==> config.mk <==
export PLATFORM = sky130hd
export DESIGN_NAME = pnc_controller
export DESIGN_NICKNAME = d
export VERILOG_FILES = /design/src/rtl/pnc_pkg.sv /design/src/rtl/pnc_controller.sv
export SDC_FILE = /design/constraint.sdc
export NUM_CORES = 1
export LEC_CHECK = 0
export ABC_AREA = 0
export BUFFER_PORTS_ARGS = -buffer_cell sky130_fd_sc_hd__buf_4
export CAP_MARGIN = 20
export CORE_AREA = 5 5 42 44
export DETAILED_ROUTE_END_ITERATION = 7
export DIE_AREA = 0 0 47 49
export PLACE_DENSITY = 0.58
export SLEW_MARGIN = 5
export SYNTH_ARGS = -nofsm -noshare
export SYNTH_HDL_FRONTEND = slang
export SYNTH_SLANG_ARGS = --single-unit
==> constraint.sdc <==
create_clock -name aclk -period 1.81 [get_ports aclk]
set_input_delay 0.0905 -clock aclk [delete_from_list [all_inputs] [get_ports aclk]]
set_output_delay 0.0905 -clock aclk [all_outputs]
set_load 0.05 [all_outputs]
==> src/rtl/pnc_pkg.sv <==
`timescale 1ns / 1ps
// shared types, register indexes, action codes and datapath operation codes
package pnc_pkg;

    localparam int NOW_W      = 32;
    localparam int POS_W      = 23;
    localparam int ERR_W      = 16;
    localparam int DB_W       = 10;
    localparam int KP_W       = 16;
    localparam int KI_W       = 32;
    localparam int PER_W      = 16;
    localparam int S_TDATA_W  = 72;
    localparam int S_TUSER_W  = 2;
    localparam int M_TDATA_W  = 56;
    localparam int M_TUSER_W  = 2;
    localparam int CFG_IDX_W  = 3;
    localparam int CFG_DATA_W = 32;
    localparam int OP_W       = 4;

    localparam logic [CFG_IDX_W-1:0] REG_KP_GAIN     = 3'd0;
    localparam logic [CFG_IDX_W-1:0] REG_KI_GAIN     = 3'd1;
    localparam logic [CFG_IDX_W-1:0] REG_DEADBAND_HZ = 3'd2;
    localparam logic [CFG_IDX_W-1:0] REG_MIN_PERCENT = 3'd3;
    localparam logic [CFG_IDX_W-1:0] REG_MAX_PERCENT = 3'd4;
    localparam logic [CFG_IDX_W-1:0] REG_PERIOD_MS   = 3'd5;
    localparam logic [CFG_IDX_W-1:0] REG_INVERT      = 3'd6;

    localparam logic [1:0] ACT_NONE = 2'd0;
    localparam logic [1:0] ACT_STOP = 2'd1;
    localparam logic [1:0] ACT_MOVE = 2'd2;

    localparam logic [OP_W-1:0] OP_NONE   = 4'd0;
    localparam logic [OP_W-1:0] OP_LOAD   = 4'd1;
    localparam logic [OP_W-1:0] OP_FIRST  = 4'd2;
    localparam logic [OP_W-1:0] OP_SKIP   = 4'd3;
    localparam logic [OP_W-1:0] OP_STOP   = 4'd4;
    localparam logic [OP_W-1:0] OP_START  = 4'd5;
    localparam logic [OP_W-1:0] OP_MUL_DT = 4'd6;
    localparam logic [OP_W-1:0] OP_ACC    = 4'd7;
    localparam logic [OP_W-1:0] OP_MAG    = 4'd8;
    localparam logic [OP_W-1:0] OP_MUL_LO = 4'd9;
    localparam logic [OP_W-1:0] OP_MUL_HI = 4'd10;
    localparam logic [OP_W-1:0] OP_ITERM  = 4'd11;
    localparam logic [OP_W-1:0] OP_NUDGE  = 4'd12;
    localparam logic [OP_W-1:0] OP_TARGET = 4'd13;
    localparam logic [OP_W-1:0] OP_EMIT   = 4'd14;

    typedef struct packed {
        logic [KP_W-1:0]  kp_gain;
        logic [KI_W-1:0]  ki_gain;
        logic [DB_W-1:0]  deadband_hz;
        logic [POS_W-1:0] min_percent;
        logic [POS_W-1:0] max_percent;
        logic [PER_W-1:0] period_ms;
        logic             invert_direction;
    } cfg_t;

    typedef struct packed {
        logic [OP_W-1:0] op;
    } cmd_t;

    typedef struct packed {
        logic started;
        logic due;
        logic flags_ok;
        logic out_free;
    } sts_t;

endpackage

==> src/rtl/pnc_controller.sv <==
`timescale 1ns / 1ps
// sequencing state machine for one control update
module pnc_controller
    import pnc_pkg::*;
(
    input  logic aclk,
    input  logic aresetn,
    input  logic s_tvalid,
    output logic s_tready,
    input  sts_t sts,
    output cmd_t cmd
);

    localparam logic [3:0] ST_IDLE   = 4'd0;
    localparam logic [3:0] ST_EVAL   = 4'd1;
    localparam logic [3:0] ST_MUL_DT = 4'd2;
    localparam logic [3:0] ST_ACC    = 4'd3;
    localparam logic [3:0] ST_MAG    = 4'd4;
    localparam logic [3:0] ST_MUL_LO = 4'd5;
    localparam logic [3:0] ST_MUL_HI = 4'd6;
    localparam logic [3:0] ST_ITERM  = 4'd7;
    localparam logic [3:0] ST_NUDGE  = 4'd8;
    localparam logic [3:0] ST_TARGET = 4'd9;
    localparam logic [3:0] ST_OUT    = 4'd10;

    logic [3:0] state_reg;
    logic [3:0] state_next;
    logic       accept;

    assign s_tready = (state_reg == ST_IDLE);
    assign accept   = s_tvalid && s_tready;

    always_comb begin
        state_next = state_reg;
        cmd.op     = OP_NONE;
        case (state_reg)
            ST_IDLE: begin
                if (accept) begin
                    cmd.op     = OP_LOAD;
                    state_next = ST_EVAL;
                end
            end
            ST_EVAL: begin
                if (!sts.started) begin
                    cmd.op     = OP_FIRST;
                    state_next = ST_OUT;
                end else if (!sts.due) begin
                    cmd.op     = OP_SKIP;
                    state_next = ST_OUT;
                end else if (!sts.flags_ok) begin
                    cmd.op     = OP_STOP;
                    state_next = ST_OUT;
                end else begin
                    cmd.op     = OP_START;
                    state_next = ST_MUL_DT;
                end
            end
            ST_MUL_DT: begin
                cmd.op     = OP_MUL_DT;
                state_next = ST_ACC;
            end
            ST_ACC: begin
                cmd.op     = OP_ACC;
                state_next = ST_MAG;
            end
            ST_MAG: begin
                cmd.op     = OP_MAG;
                state_next = ST_MUL_LO;
            end
            ST_MUL_LO: begin
                cmd.op     = OP_MUL_LO;
                state_next = ST_MUL_HI;
            end
            ST_MUL_HI: begin
                cmd.op     = OP_MUL_HI;
                state_next = ST_ITERM;
            end
            ST_ITERM: begin
                cmd.op     = OP_ITERM;
                state_next = ST_NUDGE;
            end
            ST_NUDGE: begin
                cmd.op     = OP_NUDGE;
                state_next = ST_TARGET;
            end
            ST_TARGET: begin
                cmd.op     = OP_TARGET;
                state_next = ST_OUT;
            end
            ST_OUT: begin
                if (sts.out_free) begin
                    cmd.op     = OP_EMIT;
                    state_next = ST_IDLE;
                end
            end
            default: begin
                state_next = ST_IDLE;
            end
        endcase
    end

    always_ff @(posedge aclk) begin
        if (!aresetn) begin
            state_reg <= ST_IDLE;
        end else begin
            state_reg <= state_next;
        end
    end

    a_accept_eval: assert property (@(posedge aclk) disable iff (!aresetn)
        accept |=> state_reg == ST_EVAL)
        else $error("accepted beat not evaluated");

    a_out_hold: assert property (@(posedge aclk) disable iff (!aresetn)
        (state_reg == ST_OUT && !sts.out_free) |=> state_reg == ST_OUT)
        else $error("result dropped while output busy");

endmodule

Yosys cells after proc, flatten, opt, wreduce, memory -nomap -nowiden
Index checks and enable logic that the tools add are counted.
{"block": "classes", "eq_ne": 12, "n_mux": 12, "n_reduce_logical": 3}
{"operator": "$pmux 4 s11", "count": 2}
{"operator": "$mux 4", "count": 6}
{"operator": "$eq 4x3->1 const B", "count": 4}
{"operator": "$eq 4x4->1 const B", "count": 3}
{"operator": "$eq 4x2->1 const B", "count": 2}
{"operator": "$mux 3", "count": 2}
{"operator": "$eq 4x1->1 const B", "count": 1}
{"operator": "$logic_not 4->1", "count": 1}
{"operator": "$mux 1", "count": 2}
{"operator": "$ne 2x1->1 const B", "count": 1}
{"operator": "$ne 2x2->1 const B", "count": 1}
{"operator": "$reduce_and 2->1", "count": 1}
{"operator": "$logic_and 1x1->1", "count": 1}
{"block": "totals", "regBits": 4, "in_bits": 7}

Logic depth before layout (Yosys ltp)
{"block": "depth", "depth_word": 4, "mapped_depth": 5, "ltp_nobuf": 4}

Least setup slack after synthesis
Ideal clock, no wire load.
{"block": "synth_timing", "kind": "flip-flop to output port", "start": "reg state_reg[1]", "end": "out s_tready", "arrival_time_ps": 2005, "t_required_ps": 1719, "path_slack_ps": -286, "stages_incl_launch_ff": 3, "path_buffers": 1, "path_cell_list": "dfxtp_1 -> buf_2 -> nor4_1"}
{"block": "synth_via", "elab_chain_len": 1}
{"item": "start, declared", "line_no": "pnc_controller.sv:26", "rtl": "logic [3:0] state_reg;"}
{"item": "start signal, assigned", "line_no": "pnc_controller.sv:106", "rtl": "state_reg <= state_next;"}
{"item": "$logic_not 4->1", "line_no": "pnc_controller.sv:30", "rtl": "assign s_tready = (state_reg == ST_IDLE);"}
{"item": "end, declared", "line_no": "pnc_controller.sv:9", "rtl": "output logic s_tready,"}
Every way passes these cells.

==> flow_summary.yaml <==
run_status:
  status: "complete, no violations"
placed_design:
  gp_congestion: 0.773
  numPortBuffers: 11
  dp.cells: 71
  place_hpwl_um: 687
  place_area_sq_um: 459
hold_path:
  hold_path.class: "in -> reg"
setup_path:
  critical_path.max_stage_delay_ps: 520
  crit_slowest_cell: "dfxtp_1"
  critPathCaptureType: "output port"
  path_max_fanout: 11
  cp.required_ps: 1720
  crit_arrival_ps: 1610
  crit_family: "flip-flops"
  crit_buf_inv: 1
  start_kind: "register"
  crit_chain: "or2b_1, a21oi_1, a31oi_1, o2bb2ai_1, buf_4"
  worstSetupPathType: "reg -> out"
timing:
  period_needed_ps: 1700
  setup_violations: 0
  rsz0062_at_grt: "no"
  period_share_pct: 93.8
  skew_ps: 2.05
  tightest_slew_ps: 527
  hold_viol: 0
  fin_setup_tns_ps: 0
  final_max_slew_viol_count: 0
  fmax_mhz: 589
  relSlewSlack_pct: 64.8
global_routing:
  use_met2_pct: 14.0
  grt_pass1_vias: 366
  gr-usage-met1_pct: 10.5
  track_usage_pct: 9.43
  grt_pass1_wl_um: 1550
  grt_max_degree: 16
  grt_antenna_before_repair: 0
  grt_busiest_layer: "met2"
  use_met3_pct: 4.43
  grt_overflow_total: 0
floorplanning:
  initial_core_util_pct: 26.3
  die_height_um: 49
  die_w_um: 47
  dieArea_sq_mm: 0.00230
  ioPinCount: 12
  rows: 14
  design.core.area_sq_mm: 0.00140
cells_and_area:
  drive_gt1_share_pct: 36.2
  largest_register_ffs: 4
  antenna_cells: 0
  fin_nets: 67
  multiInputGateArea_sq_um: 250
  syn_to_final_growth_pct: 32.0
  finalInstanceArea_sq_um: 485
  instances_no_fill: 74
  fillers: 159
  regArea_sq_um: 80.1
flow_run:
  cap_violations: 0
drt:
  remaining_drc_errors: 0
  drt_pre_antenna_iters: 4
  wl_um: 907
  via_per_inst: 5.49
  wl_per_cell_um: 12.3
  dr_total_vias: 406
  ant_nets: 0
  drtIter0Drc: 13
power_and_ir_drop:
  p_leak_nw: 0.200
  power.density_mw_per_mm2: 1500
  vdd_drop_max_v: 0.000496
synth:
  synth_top_cell_area_share_pct: 21.8
  syn_nets: 53
  synth-async-reset-ratio_pct: 0
  synthTopCellsByCount: "5 x a21oi_1, 5 x nand2_1, 4 x dfxtp_1"
  seq_area_frac_synth_pct: 21.8
  synth-seq-cells: 4
  synth_ff_type: "dfxtp_1"
  synth_area_leader_cell: "dfxtp_1"
  synth_edf_count: 0
  synthTopCellsByArea: "dfxtp_1 22%, buf_6 9.2%, a21oi_1 6.8%, nand2_1 5.1%, a311oi_1 4.8%"
  synth_cell_types: 28
  syn_area_per_cell_sq_um: 8.00
  yosysWarningCount: 0
  netlist_area_sq_um: 368
  syn_inst: 46
clocking:
  cts_max_path_buffers: 2
  cts_tree: "yes"
  clkSinkCount: 4
  h-tree-depth: 1
  worstSkewPairLatency_ps: 230
  cts_root_buf: "clkbuf_4"
  numCtsBuffers: 3
  ctsHoldBuffers: 0
  clk_pin_slew_ps: 40
-- final timing paths --
kind	from	to	slack, ps	depth (start not counted)
setup reg to reg	state_reg[1]$_SDFFE_PN0P_	state_reg[3]$_SDFFE_PN0P_	330	4
setup / recovery	state_reg[0]$_SDFFE_PN0P_	cmd[1]	110	5
hold / removal	aresetn	state_reg[1]$_SDFFE_PN0P_	130	3
hold reg to reg	state_reg[0]$_SDFFE_PN0P_	state_reg[1]$_SDFFE_PN0P_	680	2
-- cell usage in the layout, fill, tap and decap left out, types with 2 or more instances in the layout --
cell	synthesis	routed
a21oi_1	5	5
or4_1	2	2
nor2_1	2	2
buf_4	0	12
dfxtp_1	4	4
clkbuf_4	0	3
inv_1	2	2
nand2_1	5	5
-- where the power goes --
part / leakage [nW] / internal, mW / switching, mW
clock network: 0.0138 / 0.0742 / 0.0371
registers: 0.0330 / 0.107 / 0.0440
logic: 0.153 / 0.179 / 0.287
total: 0.200 / 0.360 / 0.368
-- timing repair --
| action | CTS | global route |
|---|---|---|
| setup endpoints to repair | 0 | 1 |
| buffers inserted | 0 | 0 |
| gates resized for setup | 0 | 1 |
-- metal layers --
metal / share of wire, % / vias up
met5: 0 / -
met4: 0 / 0
met3: 4.4 / 0
met2: 53 / 10
met1: 43 / 194
li1: - / 202
-- final cells by class --
class	count	area share [%]
Sequential cell	4	16.5
Multi-Input combinational cell	35	51.5
Inverter	3	2.32
Timing Repair Buffer	13	20.9
Tap cell	16	4.12
Clock buffer	3	4.64
-- cell families (layout without fill, tap and decap cells) --
kind of cell	Yosys count	in the layout	synth area share, %
DFF	4	4	21.8
and+or+nand+nor	17	17	27.9
buffers and inverters	7	19	13.6
xor gates and xnor gates	1	1	2.38
AOI/OAI and AO/OA	16	16	31.3
muxes	1	1	3.06
-- stage by stage --
stage	util, %	worst slack (ps)	total power [mW]	hold slack [ps]
6_report	34.6	112	0.728	131
5_1_grt	34.6	13.1	0.778	145
4_1_cts	34.4	90.8	0.727	125
3_5_place_dp	32.8	342	0.612	366
3_3_place_gp	32.8	353	0.613	375
2_1_floorplan	-	197	0.504	217
-- worst register-to-register path, delay by kind of cell, from the launching register on --
kind	cells	cell delay (ps)
AOI/OAI and AO/OA	2	290
DFF	1	640
and+or+nand+nor	2	490
Note: power is estimated with default switching activity, not from simulation.
