### src/rtl/pnc_pkg.sv
`timescale 1ns / 1ps
// shared types, register indexes, action codes and datapath operation codes
package pnc_pkg;

    localparam int NOW_W      = 32;
    localparam int POS_W      = 23;
    localparam int ERR_W      = 16;
    localparam int DB_W       = 10;
    localparam int KP_W       = 16;
    localparam int KI_W       = 32;
    localparam int PER_W      = 16;
    localparam int S_TDATA_W  = 72;
    localparam int S_TUSER_W  = 2;
    localparam int M_TDATA_W  = 56;
    localparam int M_TUSER_W  = 2;
    localparam int CFG_IDX_W  = 3;
    localparam int CFG_DATA_W = 32;
    localparam int OP_W       = 4;

    localparam logic [CFG_IDX_W-1:0] REG_KP_GAIN     = 3'd0;
    localparam logic [CFG_IDX_W-1:0] REG_KI_GAIN     = 3'd1;
    localparam logic [CFG_IDX_W-1:0] REG_DEADBAND_HZ = 3'd2;
    localparam logic [CFG_IDX_W-1:0] REG_MIN_PERCENT = 3'd3;
    localparam logic [CFG_IDX_W-1:0] REG_MAX_PERCENT = 3'd4;
    localparam logic [CFG_IDX_W-1:0] REG_PERIOD_MS   = 3'd5;
    localparam logic [CFG_IDX_W-1:0] REG_INVERT      = 3'd6;

    localparam logic [1:0] ACT_NONE = 2'd0;
    localparam logic [1:0] ACT_STOP = 2'd1;
    localparam logic [1:0] ACT_MOVE = 2'd2;

    localparam logic [OP_W-1:0] OP_NONE   = 4'd0;
    localparam logic [OP_W-1:0] OP_LOAD   = 4'd1;
    localparam logic [OP_W-1:0] OP_FIRST  = 4'd2;
    localparam logic [OP_W-1:0] OP_SKIP   = 4'd3;
    localparam logic [OP_W-1:0] OP_STOP   = 4'd4;
    localparam logic [OP_W-1:0] OP_START  = 4'd5;
    localparam logic [OP_W-1:0] OP_MUL_DT = 4'd6;
    localparam logic [OP_W-1:0] OP_ACC    = 4'd7;
    localparam logic [OP_W-1:0] OP_MAG    = 4'd8;
    localparam logic [OP_W-1:0] OP_MUL_LO = 4'd9;
    localparam logic [OP_W-1:0] OP_MUL_HI = 4'd10;
    localparam logic [OP_W-1:0] OP_ITERM  = 4'd11;
    localparam logic [OP_W-1:0] OP_NUDGE  = 4'd12;
    localparam logic [OP_W-1:0] OP_TARGET = 4'd13;
    localparam logic [OP_W-1:0] OP_EMIT   = 4'd14;

    typedef struct packed {
        logic [KP_W-1:0]  kp_gain;
        logic [KI_W-1:0]  ki_gain;
        logic [DB_W-1:0]  deadband_hz;
        logic [POS_W-1:0] min_percent;
        logic [POS_W-1:0] max_percent;
        logic [PER_W-1:0] period_ms;
        logic             invert_direction;
    } cfg_t;

    typedef struct packed {
        logic [OP_W-1:0] op;
    } cmd_t;

    typedef struct packed {
        logic started;
        logic due;
        logic flags_ok;
        logic out_free;
    } sts_t;

endpackage

### src/rtl/pnc_cfg_regs.sv
`timescale 1ns / 1ps
// configuration register bank with reset defaults
module pnc_cfg_regs
    import pnc_pkg::*;
(
    input  logic                  aclk,
    input  logic                  aresetn,
    input  logic                  cfg_we,
    input  logic [CFG_IDX_W-1:0]  cfg_index,
    input  logic [CFG_DATA_W-1:0] cfg_wdata,
    output cfg_t                  cfg
);

    cfg_t cfg_reg;
    cfg_t cfg_next;

    always_comb begin
        cfg_next = cfg_reg;
        if (cfg_we) begin
            case (cfg_index)
                REG_KP_GAIN:     cfg_next.kp_gain          = cfg_wdata[KP_W-1:0];
                REG_KI_GAIN:     cfg_next.ki_gain          = cfg_wdata[KI_W-1:0];
                REG_DEADBAND_HZ: cfg_next.deadband_hz      = cfg_wdata[DB_W-1:0];
                REG_MIN_PERCENT: cfg_next.min_percent      = cfg_wdata[POS_W-1:0];
                REG_MAX_PERCENT: cfg_next.max_percent      = cfg_wdata[POS_W-1:0];
                REG_PERIOD_MS:   cfg_next.period_ms        = cfg_wdata[PER_W-1:0];
                REG_INVERT:      cfg_next.invert_direction = cfg_wdata[0];
                default: ;
            endcase
        end
    end

    always_ff @(posedge aclk) begin
        if (!aresetn) begin
            cfg_reg.kp_gain          <= 16'd3277;
            cfg_reg.ki_gain          <= 32'd429;
            cfg_reg.deadband_hz      <= 10'd2;
            cfg_reg.min_percent      <= 23'd0;
            cfg_reg.max_percent      <= 23'd6553600;
            cfg_reg.period_ms        <= 16'd20;
            cfg_reg.invert_direction <= 1'b0;
        end else begin
            cfg_reg <= cfg_next;
        end
    end

    assign cfg = cfg_reg;

endmodule

### config.mk
export PLATFORM = sky130hd
export DESIGN_NAME = pnc_cfg_regs
export DESIGN_NICKNAME = d
export VERILOG_FILES = /design/src/rtl/pnc_pkg.sv /design/src/rtl/pnc_cfg_regs.sv
export SDC_FILE = /design/constraint.sdc
export NUM_CORES = 1
export LEC_CHECK = 0
export BUFFER_PORTS_ARGS = -buffer_cell sky130_fd_sc_hd__buf_2
export CAP_MARGIN = 20
export CORE_MARGIN = 2
export CORE_UTILIZATION = 50
export DETAILED_ROUTE_END_ITERATION = 10
export GPL_ROUTABILITY_DRIVEN = 1
export PLACE_DENSITY = 0.92
export SYNTH_ARGS = -nofsm -noshare
export SYNTH_HDL_FRONTEND = slang
export SYNTH_SLANG_ARGS = --single-unit
### constraint.sdc
create_clock -name aclk -period 1.9 [get_ports aclk]
set_input_delay 0.38 -clock aclk [delete_from_list [all_inputs] [get_ports aclk]]
set_output_delay 0.38 -clock aclk [all_outputs]
set_load 0.01 [all_outputs]
; Word level (Yosys, flattened, before mapping)
; Index checks and enable logic that the tools add are counted.
; Widths: inputs -> output; s select.
[classes]
n_reduce_logical = 8
n_eq_ne = 6
[ops]
columns = operator, count
row1 = $reduce_and 2->1, 7
row2 = $eq 3x3->1 const B, 3
row3 = $eq 3x2->1 const B, 2
row4 = $eq 3x1->1 const B, 1
row5 = $logic_not 3->1, 1
[word_totals]
in_bits = 38
output_inout_bits = 121
reg_bits = 121
elab_cells = 21

; Longest topological paths before layout
; Gate-level depths: netlist of run 1.
[depth]
ltp_word = 2
mapped_depth = 5
ltp_nobuf = 2

; Worst setup path after synthesis of run 1
; No wires, ideal clock.
[synth_path]
kind = input port to flip-flop
startpoint = input port cfg_index[1]
endpoint = register cfg_reg, in the netlist cfg[114]
t_arrival_ns = 1.401
path_stages = 5
slack_ns = 0.376
setup_time_ns = 0.123
path_buffers = 3
required_ns = 1.777
cell_sequence = buf_2 or4b_1 buf_2 buf_6 mux2i_1
[synth_via]
elab_chain_cells = 2
[synth_rtl]
columns = element, line
row1 = "start, declared", pnc_cfg_regs.sv:9  ; input logic [CFG_IDX_W-1:0] cfg_index,
row2 = $logic_not 3->1, pnc_cfg_regs.sv:20  ; case (cfg_index)
row3 = $reduce_and 2->1 (no line), -
row4 = "end signal, assigned", pnc_cfg_regs.sv:43  ; cfg_reg <= cfg_next;
row5 = "end, declared", pnc_cfg_regs.sv:14  ; cfg_t cfg_reg;
; Every way passes these cells.
; A chain may end at the register's enable or synchronous reset.

; Worst setup path after layout of run 1
[layout_path]
startpoint = register cfg_reg, in the netlist cfg[15]
endpoint = output port cfg[15] in the netlist's numbering
[layout_lines]
columns = element, line
row1 = "end, declared", pnc_cfg_regs.sv:11  ; output cfg_t cfg
; No word-level cell between the ends.

==> impl_metrics.env, run 1 <==
export IMPL_max_freq_mhz=719
export IMPL_dr_pass1_iters=5
export IMPL_synth_area_leaders="dfxtp_1 53%, mux2i_1 26%, nand2_1 11%, nor2b_1 4.5%, clkbuf_1 1.3%"
export IMPL_largest_reg_flops=121
export IMPL_swShare_pct=23.0
export IMPL_cts_inserted_buffers=17
export IMPL_slew_viol_final=0
export IMPL_postCtsSetupBuffers=0
export IMPL_ys_ff_latch=121
export IMPL_status="completed"
export IMPL_p_per_area_nw_per_um2=995
export IMPL_die_area_um2=10000
export IMPL_drc_errors=0
export IMPL_skew_ns=0
export IMPL_cp_num_buf_inv=1
export IMPL_intPower_w=0.00470
export IMPL_vias=3748
export IMPL_synth_edff_count=0
export IMPL_gr_total_overflow=0
export IMPL_fin_crit_sh_pct=73.2
export IMPL_die_x_um=100
export IMPL_initial_core_util_pct=50.6
export IMPL_finalHoldViolCount=0
export IMPL_ctsResizeCount=0
export IMPL_grt_usage_pct=23.0
export IMPL_avgRoutedWirePerCell_um=15.4
export IMPL_cp_required_ns=1.52
export IMPL_p_switching_w=0.00140
export IMPL_dp_hpwl_um=7960
export IMPL_syn_avg_cell_area_um2=10.2
export IMPL_rows=35
export IMPL_ir_drop_uv=485
export IMPL_yosysMostFrequentCell="nand2_1"
export IMPL_comb_power_share_pct=6.4
export IMPL_synth_seq_area_share_pct=52.6
export IMPL_io_pin_count=159
export IMPL_syn_num_nets=491
export IMPL_rsz0062_at_grt="false"
export IMPL_power_frac_seq_pct=43.0
export IMPL_grt_pass1_vias=3700
export IMPL_cts_root_buf="clkbuf_8"
export IMPL_cpPeakStageDelay_ns=0.36
export IMPL_synth_ff_type="dfxtp_1"
export IMPL_crit_arrival_ns=1.01
export IMPL_netlist_area_um2=4610
export IMPL_h_tree_depth=4
export IMPL_cpLargestDelayFamily="flip-flops"
export IMPL_hold_path_class="in2reg"
export IMPL_p_leak_nw=3.12
export IMPL_slowest_stage="dfxtp_1"
export IMPL_ant_nets=0
export IMPL_gp_congestion=0.825
export IMPL_final_util_pct=67.4
export IMPL_clock_path_buffers=2
export IMPL_p_clk_share_pct=50.6
export IMPL_coreArea_um2=9110
export IMPL_cp_cell_sequence="buf_2"
export IMPL_grt_pass1_wl_um=17800
export IMPL_layout_nets=644
export IMPL_antenna_found_initial=0
export IMPL_io_buffer_count=158
export IMPL_end_kind="output pin"
export IMPL_cts_sinks=121
export IMPL_max_slew_margin_pct=75.7
export IMPL_worst_setup_path_start_kind="flip-flop"
export IMPL_drive_gt1_share_pct=33.3
export IMPL_worstSetupPathType="reg2out"
export IMPL_synthCells=453
export IMPL_synth_distinct_cells=15
export IMPL_synth_top_area_cell="dfxtp_1"
export IMPL_synth_top_cell_area_share_pct=52.6
export IMPL_drt_total_wl_um=11200
export IMPL_yosys_warnings=0
export IMPL_diodes=0
export IMPL_cts_tree="built"
export IMPL_maxCapViolCount=0
export IMPL_drt_initial_drc_count=97
export IMPL_setup_viol_count_final=0
export IMPL_async_flop_share_pct=0
export IMPL_clk_pin_slew_ns=0.06
export IMPL_tns_ns=0
export IMPL_syn_to_final_growth_pct=33.1
export IMPL_crit_path_max_fanout=2
export IMPL_die_y_um=100
export IMPL_via_per_inst=5.13
export IMPL_synthTopCellsByCount="134 x nand2_1, 121 x dfxtp_1, 121 x mux2i_1, 33 x nor2b_1, 16 x clkbuf_1"
export IMPL_clock_latency_ns=0.51
export IMPL_grt_max_degree=68
export IMPL_fin_crit_ns=1.39
export IMPL_cts_hold_buf=0
export IMPL_tightest_slew_ns=0.363
## per-layer routing
metal	global-route usage, %	up-vias	share of wire, %
li1	-	1809	-
met2	41.0	143	52
met4	9.06	0	0.52
met3	6.55	6	6.4
met5	0	-	0
met1	26.1	1790	41
## power groups by stage
stage               logic [W]  clock network [W]  registers, W
CTS                  0.000394            0.00314       0.00262
finish               0.000391            0.00309       0.00262
floorplan            0.000200                  0       0.00270
detailed placement   0.000392                  0       0.00268
global route         0.000424            0.00325       0.00263
global placement     0.000379                  0       0.00267
## cells by family (layout without fill, tap and decap cells)
family	after synthesis	in the layout	share of synthesized area, %
simple gates	176	176	17.5
flops	121	121	52.6
mux	121	121	26.3
buf+inv	35	201	3.72
## worst reg2reg max path, cell delays in order, from the launching register on
cell and delay (ns):
dfxtp_1 0.33, nand2_1 0.07, mux2i_1 0.18
## area by class of cell
class | instances | area [um2]
repair buffers | 169 | 938
multi-input cells | 297 | 2050
flip-flops and latches | 121 | 2420
fillers | 703 | 2970
clock buffers | 19 | 442
well taps | 111 | 139
clock inverters | 13 | 144
## worst paths after layout
path	start	end	slack [ns]	cells past startpoint
worst max-delay path	cfg[15]$_SDFFE_PN0P_	cfg[15]	0.51	1
worst min-delay path	cfg_wdata[27]	cfg[100]$_SDFFE_PN0P_	0.11	3
worst max register to register	cfg[110]$_SDFFE_PN0P_	cfg[110]$_SDFFE_PN0P_	1.24	2
worst min register to register	cfg[8]$_SDFFE_PN0P_	cfg[8]$_SDFFE_PN0P_	0.45	2
## cells in the final DEF, fill, tap and decap left out, drive strengths merged
cell,n
and4bb,1
buf,169
bufinv,2
clkbuf,19
clkinv,5
clkinvlp,4
dfxtp,121
inv,2
mux2i,121
nand2,134
nand4b,3
nand4bb,1
nor2b,33
nor4b,1
nor4bb,2
or4b,1
## metrics by stage
| step | worst slack, ns | area [um2] | total power [W] | hold WS (ns) | cells |
|---|---|---|---|---|---|
| global placement | 0.352 | 5550 | 0.00305 | 0.439 | 698 |
| detailed placement | 0.320 | 5550 | 0.00307 | 0.443 | 698 |
| floorplan | 0.376 | 4610 | 0.00290 | 0.479 | 453 |
| CTS | 0.497 | 6140 | 0.00616 | 0.101 | 730 |
| global route | 0.460 | 6140 | 0.00631 | 0.116 | 730 |
| finish | 0.509 | 6140 | 0.00611 | 0.115 | 730 |
(Power assumes the default switching activity.)
==> run 2: changes to the inputs <==
--- a/config.mk
+++ b/config.mk
@@ -8,10 +8,10 @@
 export BUFFER_PORTS_ARGS = -buffer_cell sky130_fd_sc_hd__buf_2
 export CAP_MARGIN = 20
 export CORE_MARGIN = 2
-export CORE_UTILIZATION = 50
+export CORE_UTILIZATION = 45
 export DETAILED_ROUTE_END_ITERATION = 10
 export GPL_ROUTABILITY_DRIVEN = 1
-export PLACE_DENSITY = 0.92
+export PLACE_DENSITY = 0.88
 export SYNTH_ARGS = -nofsm -noshare
 export SYNTH_HDL_FRONTEND = slang
 export SYNTH_SLANG_ARGS = --single-unit
==> constraint.sdc (replaced) <==
create_clock -name aclk -period 1.18 [get_ports aclk]
set_input_delay 0.236 -clock aclk [delete_from_list [all_inputs] [get_ports aclk]]
set_output_delay 0.236 -clock aclk [all_outputs]
set_load 0.01 [all_outputs]
==> run 2 against run 1 <==
Effect of this change:
- the flow now finishes with violations (negative setup slack)
- non-clock buffer count grew 64
- register-to-register slack got worse by 0.94 ns
- sequential share of layout area decreased by 5.9 points
- global-route usage grew 3.5 points
- setup slack got worse by 0.56 ns
- sequential power increased by 63%
- sequential cell count unchanged
- core utilization increased by 10 points
- die area rose by 11%
- total power grew 70%
- routed wire length grew 32%
- final cell count increased by 12%
- critical path type unchanged
- critical endpoint is now cfg[104]
- largest cell class unchanged
==> impl_metrics.env, run 2 (synthesis gave the netlist of run 1 again) <==
export IMPL_status="finished with violations"
export IMPL_failed_checks="negative setup slack"
export IMPL_cpLargestDelayFamily="flip-flops"
export IMPL_diodes=0
export IMPL_crit_path_max_fanout=2
export IMPL_clock_path_buffers=2
export IMPL_cp_num_cells=1
export IMPL_multi_input_area_um2=2050
export IMPL_antenna_found_initial=0
export IMPL_skew_ns=0
export IMPL_clk_pin_slew_ns=0.06
export IMPL_via_per_inst=5.14
export IMPL_dp_hpwl_um=8320
export IMPL_die_y_um=105
export IMPL_rsz0062_at_grt="true"
export IMPL_h_tree_depth=4
export IMPL_io_buffer_count=158
export IMPL_layout_common_cells="134 x nand2_1, 121 x mux2i_1, 121 x dfxtp_2, 121 x buf_6, 51 x buf_4"
export IMPL_layout_nets=708
export IMPL_intPower_w=0.00796
export IMPL_largest_reg_flops=121
export IMPL_drc_errors=0
export IMPL_avgRoutedWirePerCell_um=18.1
export IMPL_cp_cell_sequence="buf_6"
export IMPL_cts_inserted_buffers=17
export IMPL_die_area_um2=11100
export IMPL_gp_congestion=0.866
export IMPL_holdWs_ns=0.0120
export IMPL_hold_path_class="in2reg"
export IMPL_reg2regPathDepth=4
export IMPL_swShare_pct=23.5
export IMPL_die_x_um=105
export IMPL_p_switching_w=0.00245
export IMPL_initial_core_util_pct=46.7
export IMPL_max_slew_margin_pct=78.2
export IMPL_syn_to_final_growth_pct=66.1
export IMPL_comb_power_share_pct=8.5
export IMPL_min_to="cfg[115]$_SDFFE_PN1P_"
export IMPL_finalHoldViolCount=0
export IMPL_gr_total_overflow=0
export IMPL_fillers=552
export IMPL_grt_usage_pct=26.5
export IMPL_fin_crit_sh_pct=104
export IMPL_setup_viol_count_final=119
export IMPL_grt_pass1_wl_um=22800
export IMPL_tns_ns=-2.00
export IMPL_power_frac_seq_pct=41.0
export IMPL_maxCapViolCount=0
export IMPL_drive_gt1_share_pct=54.8
export IMPL_worstSetupPathType="reg2out"
export IMPL_p_clk_share_pct=50.5
export IMPL_cp_num_buf_inv=1
export IMPL_io_pin_count=159
export IMPL_ant_nets=0
export IMPL_drt_total_wl_um=14800
export IMPL_dpl_cell_count=732
export IMPL_dr_pass1_iters=4
export IMPL_fin_crit_ns=1.23
export IMPL_seq_area_um2=2570
export IMPL_fin_ws_ns=-0.0508
export IMPL_tightest_slew_ns=0.326
export IMPL_end_kind="output pin"
export IMPL_cp_required_ns=0.94
export IMPL_regToRegStartpoint="cfg[99]$_SDFFE_PN0P_"
export IMPL_cpPeakStageDelay_ns=0.36
export IMPL_max_freq_mhz=813
export IMPL_ir_drop_uv=856
export IMPL_vias=4192
export IMPL_hp_start="cfg_wdata[10]"
export IMPL_p_per_area_nw_per_um2=1360
export IMPL_cts_sinks=121
export IMPL_layoutNonFillerInstCount=816
export IMPL_regToRegSetupSlack_ns=0.30
export IMPL_worst_setup_path_start_kind="flip-flop"
export IMPL_crit_arrival_ns=0.99
export IMPL_cts_root_buf="clkbuf_8"
export IMPL_p_leak_nw=3.64
export IMPL_drt_initial_drc_count=179
export IMPL_grt_pass1_vias=4397
export IMPL_grt_max_degree=46
export IMPL_slowest_stage="dfxtp_2"
export IMPL_r2r_end="cfg[99]$_SDFFE_PN0P_"
export IMPL_coreArea_um2=9860
export IMPL_slew_viol_final=0
export IMPL_cts_tree="built"
export IMPL_clock_latency_ns=0.51
export IMPL_whs_path_depth=3
export IMPL_rows=36
export IMPL_final_common_cell="nand2_1"
## run 2: changes by cell type in the layout (fill, tap and decap cells not counted), moves of 16 or more
cell	before	now
buf_2	157	36
buf_4	7	51
buf_6	0	121
dfxtp_1	121	0
dfxtp_2	0	121
dlygate4sd3_1	0	16
## run 2: metal layers
layer	track usage [%]	wire, um	up-vias	part of all wire [%]
met3	6.74	691	38	4.7
li1	-	-	1934	-
met4	12.2	396	0	2.7
met1	27.3	5580	2042	38
met2	49.8	8140	178	55
met5	0	0	-	0
## run 2: power groups by stage
stage / clock network, W / registers (W) / logic (W)
finish: 0.00525 / 0.00427 / 0.000885
global route: 0.00547 / 0.00427 / 0.000938
floorplan: 0 / 0.00435 / 0.000331
global placement: 0 / 0.00431 / 0.000659
detailed placement: 0 / 0.00431 / 0.000678
CTS: 0.00525 / 0.00426 / 0.000835
## run 2: area by class of cell
| cell class | count | share of cell area, % |
|---|---|---|
| flip-flops and latches | 121 | 33.6 |
| repair buffers | 233 | 29.6 |
| multi-input cells | 297 | 26.8 |
| clock buffers | 19 | 5.64 |
| clock inverters | 13 | 2.17 |
| well taps | 133 | 2.17 |
## run 2: repair_timing
item	in CTS	in global routing
pin swaps	0	0
setup endpoints to repair	121	121
gates resized for setup	242	0
cloned	0	0
hold endpoints to repair	17	0
hold buffers	16	0
setup buffers	11	25
## run 2: worst max-delay path by stage
stage / endpoint / start / slack, ns
2_1_floorplan: cfg[114]$_SDFFE_PN0P_ / cfg_index[1] / -0.18
3_3_place_gp: cfg[114]$_SDFFE_PN0P_ / cfg_index[1] / -0.23
3_5_place_dp: cfg[77]$_SDFFE_PN0P_ / cfg_index[0] / -0.25
4_1_cts: cfg[3] / cfg[3]$_SDFFE_PN1P_ / -0.05
5_1_grt: cfg[19] / cfg[19]$_SDFFE_PN0P_ / -0.08
6_report: cfg[104] / cfg[104]$_SDFFE_PN0P_ / -0.05
## run 2: through the flow
| stage | utilization, % | total power [W] | setup slack, ns | area, um2 |
|---|---|---|---|---|
| after global routing | 77.6 | 0.0107 | -0.0750 | 7650 |
| after detailed placement | 58.0 | 0.00499 | -0.253 | 5720 |
| after global placement | 58.0 | 0.00497 | -0.228 | 5720 |
| after floorplan | - | 0.00468 | -0.183 | 4640 |
| after CTS | 75.7 | 0.0103 | -0.0515 | 7470 |
| final | 77.6 | 0.0104 | -0.0508 | 7650 |
==> run 3: changes to the inputs <==
--- a/config.mk
+++ b/config.mk
@@ -15,3 +15,4 @@
 export SYNTH_ARGS = -nofsm -noshare
 export SYNTH_HDL_FRONTEND = slang
 export SYNTH_SLANG_ARGS = --single-unit
+export TNS_END_PERCENT = 1
==> run 3 against run 2 <==
Effect of this change:
- first-iteration DRC count rose by 3.4%
- the flow still finishes with violations (negative setup slack)
- routed wire length fell by 3.9%
- global-route usage fell by 0.49 points
- highest routed layer unchanged
- largest power group unchanged
- critical endpoint is now cfg[71]
- setup slack improved by 0.0076 ns
- clock skew did not move
- total power fell by 2.2%
==> impl_metrics.env, run 3 (synthesis gave the netlist of run 1 again) <==
export IMPL_status="finished with violations"
export IMPL_failed_checks="negative setup slack"
export IMPL_grt_use_met3_pct=7.48
export IMPL_slew_viol_final=0
export IMPL_regToRegStartpoint="cfg[69]$_SDFFE_PN0P_"
export IMPL_largest_reg_flops=121
export IMPL_final_common_cell="nand2_1"
export IMPL_finalHoldViolCount=0
export IMPL_avgRoutedWirePerCell_um=18.3
export IMPL_place_ws_ns=-0.225
export IMPL_cp_required_ns=0.94
export IMPL_cts_root_buf="clkbuf_8"
export IMPL_cts_sinks=121
export IMPL_min_to="cfg[90]$_SDFFE_PN0P_"
export IMPL_rows=36
export IMPL_layout_common_cells="134 x nand2_1, 121 x mux2i_1, 121 x dfxtp_2, 121 x buf_6, 36 x buf_2"
export IMPL_clock_path_buffers=2
export IMPL_cp_cell_sequence="buf_6"
export IMPL_grt_pass1_wl_um=22400
export IMPL_slowest_stage="dfxtp_2"
export IMPL_layout_nets=670
export IMPL_r2r_end="cfg[69]$_SDFFE_PN0P_"
export IMPL_skew_ns=0
export IMPL_grt_use_met1_pct=26.8
export IMPL_cp_num_cells=1
export IMPL_io_buffer_count=158
export IMPL_initial_core_util_pct=46.7
export IMPL_dr_pass1_iters=4
export IMPL_crit_path_max_fanout=2
export IMPL_io_pin_count=159
export IMPL_whs_path_depth=3
export IMPL_grt_max_degree=52
export IMPL_die_x_um=105
export IMPL_grt_busiest_layer="met2"
export IMPL_grt_util_met2_pct=47.9
export IMPL_regToRegSetupSlack_ns=0.42
export IMPL_fin_crit_ns=1.22
export IMPL_cts_inserted_buffers=17
export IMPL_cp_num_buf_inv=1
export IMPL_worst_setup_path_start_kind="flip-flop"
export IMPL_drive_gt1_share_pct=52.1
export IMPL_max_freq_mhz=818
export IMPL_maxCapViolCount=0
export IMPL_fin_ws_ns=-0.0432
export IMPL_cpPeakStageDelay_ns=0.36
export IMPL_drt_total_wl_um=14200
export IMPL_drc_errors=0
export IMPL_ant_nets=0
export IMPL_syn_to_final_growth_pct=59.9
export IMPL_fin_crit_sh_pct=104
export IMPL_vias=3952
export IMPL_p_leak_nw=3.43
export IMPL_diodes=0
export IMPL_worstSetupPathType="reg2out"
export IMPL_tightest_slew_ns=0.314
export IMPL_ir_drop_uv=728
export IMPL_end_kind="output pin"
export IMPL_hold_path_class="in2reg"
export IMPL_reg2regPathDepth=3
export IMPL_via_per_inst=5.08
export IMPL_cts_tree="built"
export IMPL_hp_start="cfg_wdata[17]"
export IMPL_h_tree_depth=4
export IMPL_grt_usage_pct=26.0
export IMPL_max_slew_margin_pct=79.0
export IMPL_crit_arrival_ns=0.99
export IMPL_die_area_um2=11100
export IMPL_die_y_um=105
export IMPL_coreArea_um2=9860
export IMPL_clock_latency_ns=0.51
export IMPL_dp_hpwl_um=8400
export IMPL_setup_viol_count_final=116
export IMPL_clk_pin_slew_ns=0.06
export IMPL_rsz0062_at_grt="true"
export IMPL_finalPower_w=0.0102
export IMPL_cpLargestDelayFamily="flip-flops"
export IMPL_antenna_found_initial=0
export IMPL_gr_total_overflow=0
export IMPL_drt_initial_drc_count=185
export IMPL_grt_pass1_vias=4357
export IMPL_p_per_area_nw_per_um2=1380
export IMPL_gp_congestion=0.773
==> run 3: changes by cell type in the layout (fill, tap and decap cells not counted), sizes merged <==
cell / delta
clkinv: +2
buf: -39
dlygate4sd3: +1
inv: -2
clkinvlp: +1
bufinv: -1
==> run 3: cell type report <==
class,instances,area [um2]
fillers,603,2490
flip-flops and latches,121,2570
clock buffers,19,442
multi-input cells,297,2050
clock inverters,13,144
well taps,133,166
repair buffers,195,2000
==> run 3: worst max-delay path by stage <==
stage,startpoint,endpoint,slack (ns)
6_report,cfg[71]$_SDFFE_PN0P_,cfg[71],-0.04
5_1_grt,cfg[71]$_SDFFE_PN0P_,cfg[71],-0.08
4_1_cts,cfg[65]$_SDFFE_PN0P_,cfg[65],-0.05
3_5_place_dp,cfg_index[1],cfg[110]$_SDFFE_PN0P_,-0.22
3_3_place_gp,cfg_index[1],cfg[114]$_SDFFE_PN0P_,-0.20
2_1_floorplan,cfg_index[1],cfg[114]$_SDFFE_PN0P_,-0.18
==> run 3: report_power, final <==
group	internal [W]	total [W]	switching, W
logic	0.000437	0.000838	0.000401
clock network	0.00313	0.00507	0.00194
registers	0.00420	0.00427	0.0000737
==> run 3: timing repair <==
item | 4_1_cts | 5_1_grt
hold endpoints to repair | 22 | 0
setup endpoints to repair | 121 | 121
hold buffers | 17 | 0
setup buffers | 1 | 0
resized for setup | 242 | 0
==> run 3: stage by stage <==
step | cells | area [um2] | setup TNS, ns | util, % | hold slack (ns)
2_1_floorplan | 453 | 4620 | -4.24 | - | 0.378
3_3_place_gp | 728 | 5700 | -8.72 | 57.8 | 0.440
3_5_place_dp | 728 | 5700 | -12.20 | 57.8 | 0.445
4_1_cts | 778 | 7370 | -3.73 | 74.7 | 0.00306
5_1_grt | 778 | 7370 | -5.65 | 74.7 | 0.0136
6_report | 778 | 7370 | -1.17 | 74.7 | 0.0309
==> run 3: per-layer routing <==
metal | vias up | routed length, um
met4 | 0 | 413
met5 | - | 0
met3 | 36 | 832
met1 | 1910 | 5270
met2 | 142 | 7720
li1 | 1864 | -
